**config.mk**
```make
export PLATFORM = sky130hd
export DESIGN_NAME = sensor_frame_deobfuscate_decoder
export DESIGN_NICKNAME = d
export VERILOG_FILES = /design/src/rtl/sfd_pkg.sv /design/src/rtl/sensor_frame_deobfuscate_decoder.sv
export VERILOG_INCLUDE_DIRS = /design/src /design/src/rtl
export SDC_FILE = /design/constraint.sdc
export NUM_CORES = 1
export LEC_CHECK = 0
export BUFFER_PORTS_ARGS = -buffer_cell sky130_fd_sc_hd__buf_2
export CAP_MARGIN = 40
export CORE_ASPECT_RATIO = 0.7
export CORE_MARGIN = 5
export CORE_UTILIZATION = 50
export CTS_BUF_LIST = sky130_fd_sc_hd__clkbuf_2
export DETAILED_ROUTE_END_ITERATION = 8
export PLACE_DENSITY_LB_ADDON = 0.1
export SETUP_SLACK_MARGIN = 0.05
export SLEW_MARGIN = 15
export SYNTH_ARGS = -nofsm -noshare
export SYNTH_HDL_FRONTEND = slang
export SYNTH_SLANG_ARGS = --single-unit
```
**constraint.sdc**
```tcl
create_clock -name clk -period 22.9 [get_ports clk]
set_input_delay 1.145 -clock clk [delete_from_list [all_inputs] [get_ports clk]]
set_output_delay 1.145 -clock clk [all_outputs]
set_load 0.03 [all_outputs]
```
**src/rtl/sensor_frame_deobfuscate_decoder_assert.svh**
```systemverilog
// ----------------------------------------------------------------------------
// Assertion macros for the sensor frame decoder
// Short wrappers for concurrent checks that share one clock and reset.
// ----------------------------------------------------------------------------
`ifndef SENSOR_FRAME_DEOBFUSCATE_DECODER_ASSERT_SVH
`define SENSOR_FRAME_DEOBFUSCATE_DECODER_ASSERT_SVH

// The consequent must hold in the same cycle as the antecedent.
`define SFD_ASSERT_SAME(label, clk_sig, rstn_sig, ante, cons, msg) \
    label: assert property (@(posedge clk_sig) disable iff (!rstn_sig) \
        (ante) |-> (cons)) else $error(msg);

// The consequent must hold in the cycle after the antecedent.
`define SFD_ASSERT_NEXT(label, clk_sig, rstn_sig, ante, cons, msg) \
    label: assert property (@(posedge clk_sig) disable iff (!rstn_sig) \
        (ante) |=> (cons)) else $error(msg);

`endif

```
**src/rtl/sfd_pkg.sv**
```systemverilog
// ----------------------------------------------------------------------------
// sfd_pkg
// Constants, result codes and CRC helpers for the sensor frame decoder.
// ----------------------------------------------------------------------------
package sfd_pkg;

    localparam int KEY_WORDS     = 16;
    localparam int CAPTURE_BYTES = 14;
    localparam int CAP_IDX_W     = $clog2(CAPTURE_BYTES);

    localparam int STATUS_W = 3;
    localparam int TYPE_W   = 8;
    localparam int TDATA_W  = 128;
    localparam int TUSER_W  = STATUS_W + TYPE_W;

    // Result status codes.
    localparam logic [STATUS_W-1:0] ST_OK        = 3'd0;
    localparam logic [STATUS_W-1:0] ST_CRC16_BAD = 3'd1;
    localparam logic [STATUS_W-1:0] ST_CRC8_BAD  = 3'd2;
    localparam logic [STATUS_W-1:0] ST_TOO_LONG  = 3'd3;
    localparam logic [STATUS_W-1:0] ST_TOO_SHORT = 3'd4;
    localparam logic [STATUS_W-1:0] ST_UNKNOWN   = 3'd5;

    // Frame type codes (payload byte 4).
    localparam logic [TYPE_W-1:0] TYPE_RAW_POWER = 8'd1;
    localparam logic [TYPE_W-1:0] TYPE_WEATHER   = 8'd2;
    localparam logic [TYPE_W-1:0] TYPE_BATT_LVL  = 8'd3;
    localparam logic [TYPE_W-1:0] TYPE_BATT_LOW  = 8'd4;

    localparam logic [7:0]  MAX_LENGTH_RST = 8'd60;
    localparam logic [7:0]  MIN_LENGTH     = 8'd5;
    localparam logic [7:0]  TYPE_POS       = 8'd4;
    localparam logic [16:0] TEMP_OFFSET    = 17'd2732;
    localparam logic [15:0] CRC16_POLY     = 16'h8005;
    localparam logic [15:0] CRC16_INIT     = 16'hFFFF;
    localparam logic [7:0]  CRC8_POLY      = 8'h07;

    localparam logic [7:0] KEY_TABLE [KEY_WORDS] = '{
        8'h19, 8'hF8, 8'h28, 8'h30, 8'h6D, 8'h0C, 8'h94, 8'h54,
        8'h22, 8'hF2, 8'h37, 8'hC9, 8'h66, 8'hA3, 8'h97, 8'h57
    };

    // One byte of CRC-16, MSB first.
    function automatic logic [15:0] crc16_feed(input logic [15:0] crc,
                                               input logic [7:0] b);
        logic [15:0] c;
        c = crc ^ {b, 8'h00};
        for (int k = 0; k < 8; k++)
        begin
            c = c[15] ? ({c[14:0], 1'b0} ^ CRC16_POLY) : {c[14:0], 1'b0};
        end
        return c;
    endfunction

    // One byte of CRC-8, MSB first.
    function automatic logic [7:0] crc8_feed(input logic [7:0] crc,
                                             input logic [7:0] b);
        logic [7:0] c;
        c = crc ^ b;
        for (int k = 0; k < 8; k++)
        begin
            c = c[7] ? ({c[6:0], 1'b0} ^ CRC8_POLY) : {c[6:0], 1'b0};
        end
        return c;
    endfunction

endpackage

```
**src/rtl/sensor_frame_deobfuscate_decoder.sv**
```systemverilog
// ----------------------------------------------------------------------------
// sensor_frame_deobfuscate_decoder
// Checks CRC-16 on framed sensor bytes, removes the XOR obfuscation and
// decodes one result per frame.
// ----------------------------------------------------------------------------
//  Channel  Dir  Payload
//  s_*      in   tdata[7:0] frame_byte, tuser[0] frame_start
//  m_*      out  tuser status/frame_type, tdata decoded fields (128 bits)
//  cfg_*    in   max_length, written when cfg_we is high
//
//  One beat per cycle sustained while results are taken; a beat is registered
//  in the input stage on entry and decoded from there into the result register.
//  The decode step is the byte-wide CRC-16/CRC-8 update and result muxing.
//  Reset clears the frame state; max_length returns to 60.
//  A stalled result holds the input stage, which then stalls the input.
// ----------------------------------------------------------------------------
`include "sensor_frame_deobfuscate_decoder_assert.svh"

module sensor_frame_deobfuscate_decoder
(
    input  logic                       clk,
    input  logic                       rst_n,
    input  logic                       s_tvalid,
    output logic                       s_tready,
    input  logic [7:0]                 s_tdata,   // [7:0] frame_byte
    input  logic [0:0]                 s_tuser,   // [0] frame_start
    output logic                       m_tvalid,
    input  logic                       m_tready,
    // [31:0] device_id, [48:32] temperature_tenths, [56:49] humidity,
    // [64:57] battery_percent, [88:65] power_index, [104:89] peak_power,
    // [125:105] timestamp_seconds, [127:126] zero
    output logic [sfd_pkg::TDATA_W-1:0] m_tdata,
    // [2:0] status, [10:3] frame_type
    output logic [sfd_pkg::TUSER_W-1:0] m_tuser,
    input  logic                       cfg_we,
    input  logic [7:0]                 cfg_wdata
);

    import sfd_pkg::*;

    typedef enum logic [1:0] {PH_IDLE, PH_DATA, PH_CRC_HI, PH_CRC_LO} phase_t;

    // Registers.
    logic [7:0]  max_length_reg;
    logic        stg_valid_reg, stg_valid_next;
    logic [7:0]  stg_byte_reg;
    logic        stg_start_reg;
    phase_t      phase_reg, phase_next;
    logic [7:0]  pos_reg, pos_next;
    logic [7:0]  len_reg, len_next;
    logic [15:0] crc16_reg, crc16_next;
    logic [7:0]  crc8_reg, crc8_next;
    logic [7:0]  prev_reg, prev_next;
    logic [7:0]  rx_hi_reg, rx_hi_next;
    logic [7:0]  cap_reg [CAPTURE_BYTES];
    logic [7:0]  cap_next [CAPTURE_BYTES];
    logic [7:0]  last_reg, last_next;
    logic                out_valid_reg, out_valid_next;
    logic [TDATA_W-1:0]  out_data_reg;
    logic [TUSER_W-1:0]  out_user_reg;

    logic        advance;
    logic        emit;
    logic [TDATA_W-1:0] res_data;
    logic [TUSER_W-1:0] res_user;

    // Frame-end decode.
    logic [STATUS_W-1:0] fin_status;
    logic [TYPE_W-1:0]   fin_type;
    logic [31:0]         fin_id;
    logic [16:0]         fin_temp;
    logic [7:0]          fin_hum;
    logic [7:0]          fin_batt;
    logic [23:0]         fin_pidx;
    logic [15:0]         fin_pmax;
    logic [20:0]         fin_ts;
    logic [23:0]         ts_raw;

    // Data byte helpers.
    logic [7:0]  pb;
    logic [7:0]  sub;
    logic [8:0]  pos_inc;

    // The staged beat moves on when the result slot is free or drains now.
    assign advance  = stg_valid_reg && (!out_valid_reg || m_tready);
    assign s_tready = !stg_valid_reg || advance;
    assign m_tvalid = out_valid_reg;
    assign m_tdata  = out_data_reg;
    assign m_tuser  = out_user_reg;

    assign pos_inc = {1'b0, pos_reg} + 9'd1;
    assign sub     = len_reg - TYPE_POS;
    assign pb      = stg_byte_reg ^ KEY_TABLE[pos_reg[3:0]]
                   ^ ((pos_reg != 8'd0) ? prev_reg : 8'd0);
    assign ts_raw  = {cap_reg[9], cap_reg[10], cap_reg[11]};

    // Result of a frame once its low CRC byte arrives.
    always_comb
    begin
        fin_status = ST_OK;
        fin_type   = '0;
        fin_id     = '0;
        fin_temp   = '0;
        fin_hum    = '0;
        fin_batt   = '0;
        fin_pidx   = '0;
        fin_pmax   = '0;
        fin_ts     = '0;
        if ({rx_hi_reg, stg_byte_reg} != crc16_reg)
        begin
            fin_status = ST_CRC16_BAD;
        end
        else
        begin
            fin_type = cap_reg[4];
            fin_id   = {cap_reg[3], cap_reg[2], cap_reg[1], cap_reg[0]};
            unique case (cap_reg[4])
                TYPE_RAW_POWER:
                begin
                    if (crc8_reg != last_reg)
                    begin
                        fin_status = ST_CRC8_BAD;
                    end
                    else
                    begin
                        fin_pidx = {cap_reg[6], cap_reg[7], cap_reg[8]};
                        fin_ts   = ts_raw[23:3];
                        fin_pmax = {cap_reg[12], cap_reg[13]};
                    end
                end
                TYPE_WEATHER:
                begin
                    fin_temp = {1'b0, cap_reg[6], cap_reg[5]} - TEMP_OFFSET;
                    fin_hum  = cap_reg[7];
                end
                TYPE_BATT_LVL:
                begin
                    fin_batt = cap_reg[5];
                end
                TYPE_BATT_LOW:
                begin
                    fin_status = ST_OK;
                end
                default:
                begin
                    fin_status = ST_UNKNOWN;
                end
            endcase
        end
    end

    // Per-beat state update and result selection.
    always_comb
    begin
        phase_next = phase_reg;
        pos_next   = pos_reg;
        len_next   = len_reg;
        crc16_next = crc16_reg;
        crc8_next  = crc8_reg;
        prev_next  = prev_reg;
        rx_hi_next = rx_hi_reg;
        last_next  = last_reg;
        cap_next   = cap_reg;
        emit       = 1'b0;
        res_data   = '0;
        res_user   = '0;
        if (advance)
        begin
            if (stg_start_reg)
            begin
                for (int j = 0; j < CAPTURE_BYTES; j++)
                begin
                    cap_next[j] = 8'd0;
                end
                pos_next   = 8'd0;
                len_next   = stg_byte_reg;
                crc16_next = crc16_feed(CRC16_INIT, stg_byte_reg);
                crc8_next  = 8'd0;
                last_next  = 8'd0;
                prev_next  = stg_byte_reg;
                phase_next = PH_IDLE;
                if (stg_byte_reg > max_length_reg)
                begin
                    emit     = 1'b1;
                    res_user = {{TYPE_W{1'b0}}, ST_TOO_LONG};
                end
                else if (stg_byte_reg < MIN_LENGTH)
                begin
                    emit     = 1'b1;
                    res_user = {{TYPE_W{1'b0}}, ST_TOO_SHORT};
                end
                else
                begin
                    phase_next = PH_DATA;
                end
            end
            else
            begin
                unique case (phase_reg)
                    PH_DATA:
                    begin
                        crc16_next = crc16_feed(crc16_reg, stg_byte_reg);
                        if (pos_reg < CAPTURE_BYTES[7:0])
                        begin
                            cap_next[pos_reg[CAP_IDX_W-1:0]] = pb;
                        end
                        if (pos_reg == TYPE_POS)
                        begin
                            // The type byte enters the CRC-8 as len-4.
                            crc8_next = (len_reg > MIN_LENGTH) ? crc8_feed(8'd0, sub)
                                                               : 8'd0;
                            if (pos_inc == {1'b0, len_reg})
                            begin
                                last_next = sub;
                            end
                        end
                        else if (pos_reg > TYPE_POS)
                        begin
                            if (pos_inc < {1'b0, len_reg})
                            begin
                                crc8_next = crc8_feed(crc8_reg, pb);
                            end
                            else
                            begin
                                last_next = pb;
                            end
                        end
                        prev_next = stg_byte_reg;
                        pos_next  = pos_inc[7:0];
                        if (pos_inc >= {1'b0, len_reg})
                        begin
                            phase_next = PH_CRC_HI;
                        end
                    end
                    PH_CRC_HI:
                    begin
                        rx_hi_next = stg_byte_reg;
                        phase_next = PH_CRC_LO;
                    end
                    PH_CRC_LO:
                    begin
                        phase_next = PH_IDLE;
                        emit       = 1'b1;
                        res_user   = {fin_type, fin_status};
                        res_data   = {2'b00, fin_ts, fin_pmax, fin_pidx, fin_batt,
                                      fin_hum, fin_temp, fin_id};
                    end
                    default:
                    begin
                        phase_next = PH_IDLE;
                    end
                endcase
            end
        end
    end

    // Input stage and result valid.
    always_comb
    begin
        stg_valid_next = stg_valid_reg;
        if (s_tvalid && s_tready)
        begin
            stg_valid_next = 1'b1;
        end
        else if (advance)
        begin
            stg_valid_next = 1'b0;
        end
        out_valid_next = out_valid_reg;
        if (emit)
        begin
            out_valid_next = 1'b1;
        end
        else if (m_tready)
        begin
            out_valid_next = 1'b0;
        end
    end

    // Control state.
    always_ff @(posedge clk or negedge rst_n)
    begin
        if (!rst_n)
        begin
            max_length_reg <= MAX_LENGTH_RST;
            stg_valid_reg  <= 1'b0;
            out_valid_reg  <= 1'b0;
            phase_reg      <= PH_IDLE;
            pos_reg        <= '0;
            len_reg        <= '0;
            crc16_reg      <= CRC16_INIT;
            crc8_reg       <= '0;
            prev_reg       <= '0;
            rx_hi_reg      <= '0;
        end
        else
        begin
            if (cfg_we)
            begin
                max_length_reg <= cfg_wdata;
            end
            stg_valid_reg <= stg_valid_next;
            out_valid_reg <= out_valid_next;
            phase_reg     <= phase_next;
            pos_reg       <= pos_next;
            len_reg       <= len_next;
            crc16_reg     <= crc16_next;
            crc8_reg      <= crc8_next;
            prev_reg      <= prev_next;
            rx_hi_reg     <= rx_hi_next;
        end
    end

    // Payload registers.
    always_ff @(posedge clk)
    begin
        if (s_tvalid && s_tready)
        begin
            stg_byte_reg  <= s_tdata;
            stg_start_reg <= s_tuser[0];
        end
        if (emit)
        begin
            out_data_reg <= res_data;
            out_user_reg <= res_user;
        end
        cap_reg  <= cap_next;
        last_reg <= last_next;
    end

    // Checks on the decoder's own logic.
    `SFD_ASSERT_SAME(a_stall_blocks_input, clk, rst_n,
        stg_valid_reg && out_valid_reg && !m_tready, !s_tready,
        "input taken while the staged beat is blocked")
    `SFD_ASSERT_SAME(a_emit_source, clk, rst_n,
        emit, stg_start_reg || (phase_reg == PH_CRC_LO),
        "result produced outside a frame start or frame end")
    `SFD_ASSERT_SAME(a_len_ok_in_frame, clk, rst_n,
        phase_reg != PH_IDLE, len_reg >= MIN_LENGTH,
        "frame in progress with a length below the minimum")
    `SFD_ASSERT_SAME(a_len_error_clean, clk, rst_n,
        m_tvalid && (m_tuser[STATUS_W-1:0] == ST_TOO_LONG
                     || m_tuser[STATUS_W-1:0] == ST_TOO_SHORT
                     || m_tuser[STATUS_W-1:0] == ST_CRC16_BAD),
        (m_tdata == '0) && (m_tuser[TUSER_W-1:STATUS_W] == '0),
        "error result carries nonzero fields")
    `SFD_ASSERT_NEXT(a_emit_shows, clk, rst_n,
        emit, m_tvalid,
        "emitted result not presented")

endmodule

```
### Yosys cells after proc, flatten, opt, wreduce, memory -nomap -nowiden

Memories as Yosys holds them, arrays and structs flattened.
Cells that the tools add are included.

| storage, ports and cells | value |
|---|---|
| latch bits | 0 |
| output and inout port bits | 141 |
| bits in read-only memories | 128 |
| memories | 1 |
| logic and storage cells | 210 |
| register bits after elaboration | 336 |
| bits in writable memories | 0 |
| input bits | 22 |

| operators by class | value |
|---|---|
| reductions and logical operators | 27 |
| shift operators | 0 |
| add/subtract/negate cells | 3 |
| order comparisons | 9 |
| equality and inequality tests | 14 |
| multiplexer cells | 79 |
| bitwise logic cells | 44 |
| $mul | 0 |
| div/mod/pow operators | 0 |

Memories:

| memory | words | bits a word | rd ports | clocked after Yosys merged registers in | write ports | line | source |
|---|---|---|---|---|---|---|---|
| (name not given) | 16 | 8 | 1 | 0 | 0 | sensor_frame_deobfuscate_decoder.sv:93 | `assign pb = stg_byte_reg ^ KEY_TABLE[pos_reg[3:0]]` |

Operator list:

| operator | count |
|---|---|
| $mux W16 | 18 |
| $mux W112 | 2 |
| $mux W8 | 20 |
| $bwmux W112 | 1 |
| $not A3 Y3 | 32 |
| $mux W3 | 19 |
| $demux W8 S4 | 1 |
| $xor A8 B8 Y8 | 3 |
| $mux W11 | 2 |
| $sub A16 B12 Y17 const B | 1 |
| $eq A8 B2 Y1 const B | 2 |
| $eq A8 B3 Y1 const B | 2 |
| $gt A8 B3 Y1 const B | 2 |
| $ne A16 B16 Y1 | 1 |
| $not A16 Y16 | 1 |
| $xor A16 B16 Y16 | 1 |
| $mux W1 | 11 |
| $reduce_or A5 Y1 | 2 |
| $add A8 B1 Y9 const B | 1 |
| $eq A9 B8 Y1 | 1 |
| $ge A9 B8 Y1 | 1 |
| $lt A9 B8 Y1 | 1 |
| $eq A8 B1 Y1 const B | 1 |
| $gt A8 B8 Y1 | 1 |
| other kinds (29) | 49 |

### Longest topological paths before layout

| logic depth | value |
|---|---|
| word-level depth | 28 |
| depth in mapped cells | 13 |
| gate-level depth less buffers | 11 |

### Worst setup path before layout

No wires, ideal clock.

| timing path | value |
|---|---|
| path kind | input to register |
| start | input m_tready |
| end | register cap_reg[0] (netlist bit), enable pin |
| slack | 12824 ps |
| path buffers | 1 |
| data required time | 22173 ps |
| stages on the path | 6 |
| data arrival time | 9349 ps |
| setup time | 727 ps |
| cells stage by stage | inv_1 -> nand2_1 -> and2_1 -> clkbuf_1 -> nand2_1 -> o21ai_0 |

| between the ends | value |
|---|---|
| cells in the longest elaborated chain, start to end | 3 |

RTL lines:

| what | line | source |
|---|---|---|
| start: declaration | sensor_frame_deobfuscate_decoder.sv:28 | `input logic m_tready,` |
| $logic_or A1 B1 Y1 | sensor_frame_deobfuscate_decoder.sv:85 | `assign advance = stg_valid_reg && (!out_valid_reg \|\| m_tready);` |
| $logic_and A1 B1 Y1 | sensor_frame_deobfuscate_decoder.sv:85 |  |
| $reduce_and A3 Y1 (no line) | - |  |
| end signal: assignment | sensor_frame_deobfuscate_decoder.sv:327 | `cap_reg <= cap_next;` |
| end: declaration | sensor_frame_deobfuscate_decoder.sv:55 | `logic [7:0] cap_reg [CAPTURE_BYTES];` |

Every way passes these cells.
A chain may end at the register's enable or synchronous reset.

### Final worst setup path

| timing path | value |
|---|---|
| start | register pos_reg[1] |
| end | register crc8_reg[5] |

| between the ends | value |
|---|---|
| cells in the longest elaborated chain, start to end | 17 |
| elaborated cells on any way between the ends | 26 |
| those cells by class | 1 x add/sub; 2 x order compare; 1 x eq/ne; 11 x mux; 6 x bitwise; 4 x reduce/logical; 1 x memory |

RTL lines:

| what | line | source |
|---|---|---|
| start: declaration | sensor_frame_deobfuscate_decoder.sv:49 | `logic [7:0] pos_reg, pos_next;` |
| start signal: assignment | sensor_frame_deobfuscate_decoder.sv:305 | `pos_reg <= pos_next;` |
| $not A4 Y5 (not written as such) | sensor_frame_deobfuscate_decoder.sv:93 |  |
| $mem_v2 Z16 W8 | - |  |
| $mux W8 (not written as such) (2 in series) | sensor_frame_deobfuscate_decoder.sv:93 |  |
| $xor A8 B8 Y8 | sensor_frame_deobfuscate_decoder.sv:93 |  |
| $xor A8 B8 Y8 | sensor_frame_deobfuscate_decoder.sv:94 | `^ ((pos_reg != 8'd0) ? prev_reg : 8'd0);` |
| $xor A8 B8 Y8 | sfd_pkg.sv:59 | `c = crc ^ b;` |
| $mux W3 | sfd_pkg.sv:62 | `c = c[7] ? ({c[6:0], 1'b0} ^ CRC8_POLY) : {c[6:0], 1'b0};` |
| $not A3 Y3 (no line) | - |  |
| $mux W3 | sfd_pkg.sv:62 |  |
| $not A3 Y3 (no line) | - |  |
| $mux W3 | sfd_pkg.sv:62 |  |
| $mux W8 | sensor_frame_deobfuscate_decoder.sv:219 | `if (pos_inc < {1'b0, len_reg})` |
| $mux W8 | sensor_frame_deobfuscate_decoder.sv:217 | `else if (pos_reg > TYPE_POS)` |
| $mux W8 | sensor_frame_deobfuscate_decoder.sv:207 | `if (pos_reg == TYPE_POS)` |
| $mux W8 | sensor_frame_deobfuscate_decoder.sv:199 | `unique case (phase_reg)` |
| $mux W8 | sensor_frame_deobfuscate_decoder.sv:169 | `if (stg_start_reg)` |
| end signal: assignment | sensor_frame_deobfuscate_decoder.sv:308 | `crc8_reg <= crc8_next;` |
| end: declaration | sensor_frame_deobfuscate_decoder.sv:52 | `logic [7:0] crc8_reg, crc8_next;` |

Several ways; a longest one is shown, not always the timed one. The select of a mux whose other input is x is not followed.

==> qor.yml <==
run_status:
  status: "completed"
drt:
  routed_wl_um: 40150
  wl_per_cell_um: 19.49
  viasPerCell: 5.354
  top_layer_used: "met4"
  antenna_left: 0
  dr_total_vias: 11030
  wl_met2_um: 16740
  drc: 0
  dr.pass1.iters: 5
  wirelength_met1_um: 19540
  drt_iter0_drc: 1008
  dr_wl_met3_um: 3048
timing:
  slew_viol_final: 0
  fin_skew_ps: 37.24
  setup-violations-final: 0
  final.setup.tns_ps: 0
  worst_pin_slew_ps: 825.9
  timing.final.crit_share_pct: 18.02
  grt_setup_unrepaired: "no"
  finalHoldViolations: 0
  relSlewSlack_pct: 44.88
  timing.final.crit_period_ps: 4126
  max_freq_mhz: 242.4
finish:
  stdcell_area_um2: 18020
  drive_gt1_share_pct: 22.39
  syn2layout_area_growth_pct: 12.49
  largest_register_ffs: 126
  nets: 1632
clock_network:
  cts_root_buf: "clkbuf_2"
  post_cts_resized: 0
  cts_setup_buffers: 0
  numClockSinks: 331
  cts_inserted_buffers: 80
  hold_buffers: 0
  h-tree-depth: 3
  cts.clk_slew.worst_paths_ps: 120
  clock_latency_ps: 870
  cts_tree: "done"
  clk_path_buf_depth: 3
grt:
  grt_pass1_wl_um: 62360
  antenna_found_initial: 1
  grt-ovfl-total: 0
  grt_pass1_vias: 10740
  grt_max_degree: 79
  grt_usage_pct: 22.02
synth:
  yosys-top-cells-count: "edfxtp_1, nand2_1, and2_1, nor2_1, a21oi_1"
  synth_flop_cell: "edfxtp_1"
  synth-async-reset-ratio_pct: 20.54
  synth.avg_cell_area_um2: 11.45
  ys_warn_count: 0
  syn-instance-count: 1399
  seq_area_frac_synth_pct: 60.07
  synth_top_area_share_pct: 49.29
  yosys-top-cells-area: "edfxtp_1, dfrtp_1, nand2_1, and2_1, xnor2_1"
  syn_area_um2: 16020
  synth_edf_count: 263
  yosysUniqueCellTypes: 67
  yosysTopAreaCell: "edfxtp_1"
  ys_ff_latch: 331
  yosysMostFrequentCell: "edfxtp_1"
worst_setup_path:
  crit_required_ps: 23650
  worst_path_max_delay_cell: "nor3b_4"
  path_common_cell: "xor2_1"
  critical_path_arrival_ps: 4880
  worstSetupEndpointType: "flop"
  startpoint_type: "flop"
  path_max_fanout: 18
  cpPeakStageDelay_ps: 770
  crit_chain: "inv_1, ha_1, nor3b_4, a21boi_1, xnor3_2, xor2_1, xor2_1, xnor2_1, a211oi_1, mux2_2"
  crit_type: "flop to flop"
placement:
  gp_congestion: 0.8673
  hpwl_um: 26660
  io_buffers: 160
  place_area_um2: 17270
floorplan:
  die-width_um: 224.0
  core_um2: 31420
  die-area_um2: 35780
  start_util_pct: 51.00
  die_h_um: 159.8
  ioPinCount: 163
  rows: 54
run:
  maxCapViolCount: 0
pwr:
  power.leakage_uw: 0.007355
  ir_worst_vdd_mv: 0.04867
  powerDensity_nw_per_um2: 109.9
hold_path:
  hold_class: "primary input to async pin"
==> cells in the final DEF (no fill, tap or decap), drive strengths merged, types with 9 or more instances in the layout <==
master	count
edfxtp	263
nand2	219
buf	181
clkbuf	121
and2	118
nor2	98
a21oi	83
xnor2	65
o21ai	59
a211oi	51
dfrtp	48
xor2	46
inv	36
ha	35
clkinv	22
nand3	21
and3	20
dfstp	20
nor3	15
mux2	11
nor2b	10
mux2i	9
==> cell families (layout without fill, tap and decap cells) <==
logic type / after synthesis / count (layout) / synth area share, %
adders and majority gates: 35 / 35 / 2.733
muxes: 22 / 22 / 1.616
buffers and inverters: 122 / 361 / 3.038
other: 1 / 3 / 0.02340
xor gates and xnor gates: 119 / 119 / 7.520
AOI/OAI and AO/OA: 237 / 237 / 9.011
and+or+nand+nor: 532 / 532 / 15.99
DFF: 331 / 331 / 60.07
==> routing by layer <==
layer  GRT usage [%]  vias to the layer above
li1                -                     5272
met1           35.00                     5284
met2           30.26                      416
met3           4.533                       58
met4           6.680                        0
met5               0                        -
==> where the power goes <==
| group | internal, uW | leakage (uW) | switching [uW] |
|---|---|---|---|
| logic | 270 | 0.00343 | 420 |
| registers | 804 | 0.00336 | 98.1 |
| clock network | 152 | 0.000567 | 238 |
| total | 1230 | 0.00736 | 756 |
==> critical path, delay by kind of cell (launching register included) <==
kind	cells	cell delay [ps]
and+or+nand+nor	1	770
DFF	1	570
muxes	1	290
adders and majority gates	1	430
xor gates and xnor gates	4	1440
AOI/OAI and AO/OA	2	260
buffers and inverters	1	230
==> path summary, 6_finish.rpt <==
kind,from,slack [ps],to,depth (start not counted)
max,pos_reg[1]$_DFFE_PN0P_,18770,crc8_reg[5]$_DFFE_PN0P_,10
min,rst_n,240,phase_reg[1]$_DFFE_PN0P_,2
max reg2reg,pos_reg[1]$_DFFE_PN0P_,18770,crc8_reg[5]$_DFFE_PN0P_,10
min reg2reg,prev_reg[6]$_DFFE_PN0P_,490,prev_reg[6]$_DFFE_PN0P_,2
max in group asynchronous,rst_n,22030,crc16_reg[0]$_DFFE_PN1P_,3
min in group clk,s_tdata[4],450,stg_byte_reg[4]$_DFFE_PP_,1
==> per-stage QoR <==
stage	utilization [%]	worst slack [ps]	instances	hold WS, ps	total power (uW)
2_1_floorplan	-	12820	1400	441.8	1398
5_1_grt	57.37	18510	2060	176.0	2096
3_5_place_dp	54.96	18680	1911	468.6	1598
4_1_cts	57.28	18780	2057	124.7	1995
3_3_place_gp	54.63	18450	1906	456.0	1575
6_report	57.37	18770	2060	244.9	1982
==> area by class of cell <==
type	instances	area (um2)
Clock buffer	121	605.6
Tap cell	420	525.5
Inverter	34	127.6
Clock inverter	25	123.9
Antenna cell	1	2.502
Sequential cell	331	9624
Multi-Input combinational cell	947	5979
Fill cell	2740	13390
Timing Repair Buffer	181	1036
Note: power is estimated with default switching activity, not from simulation.
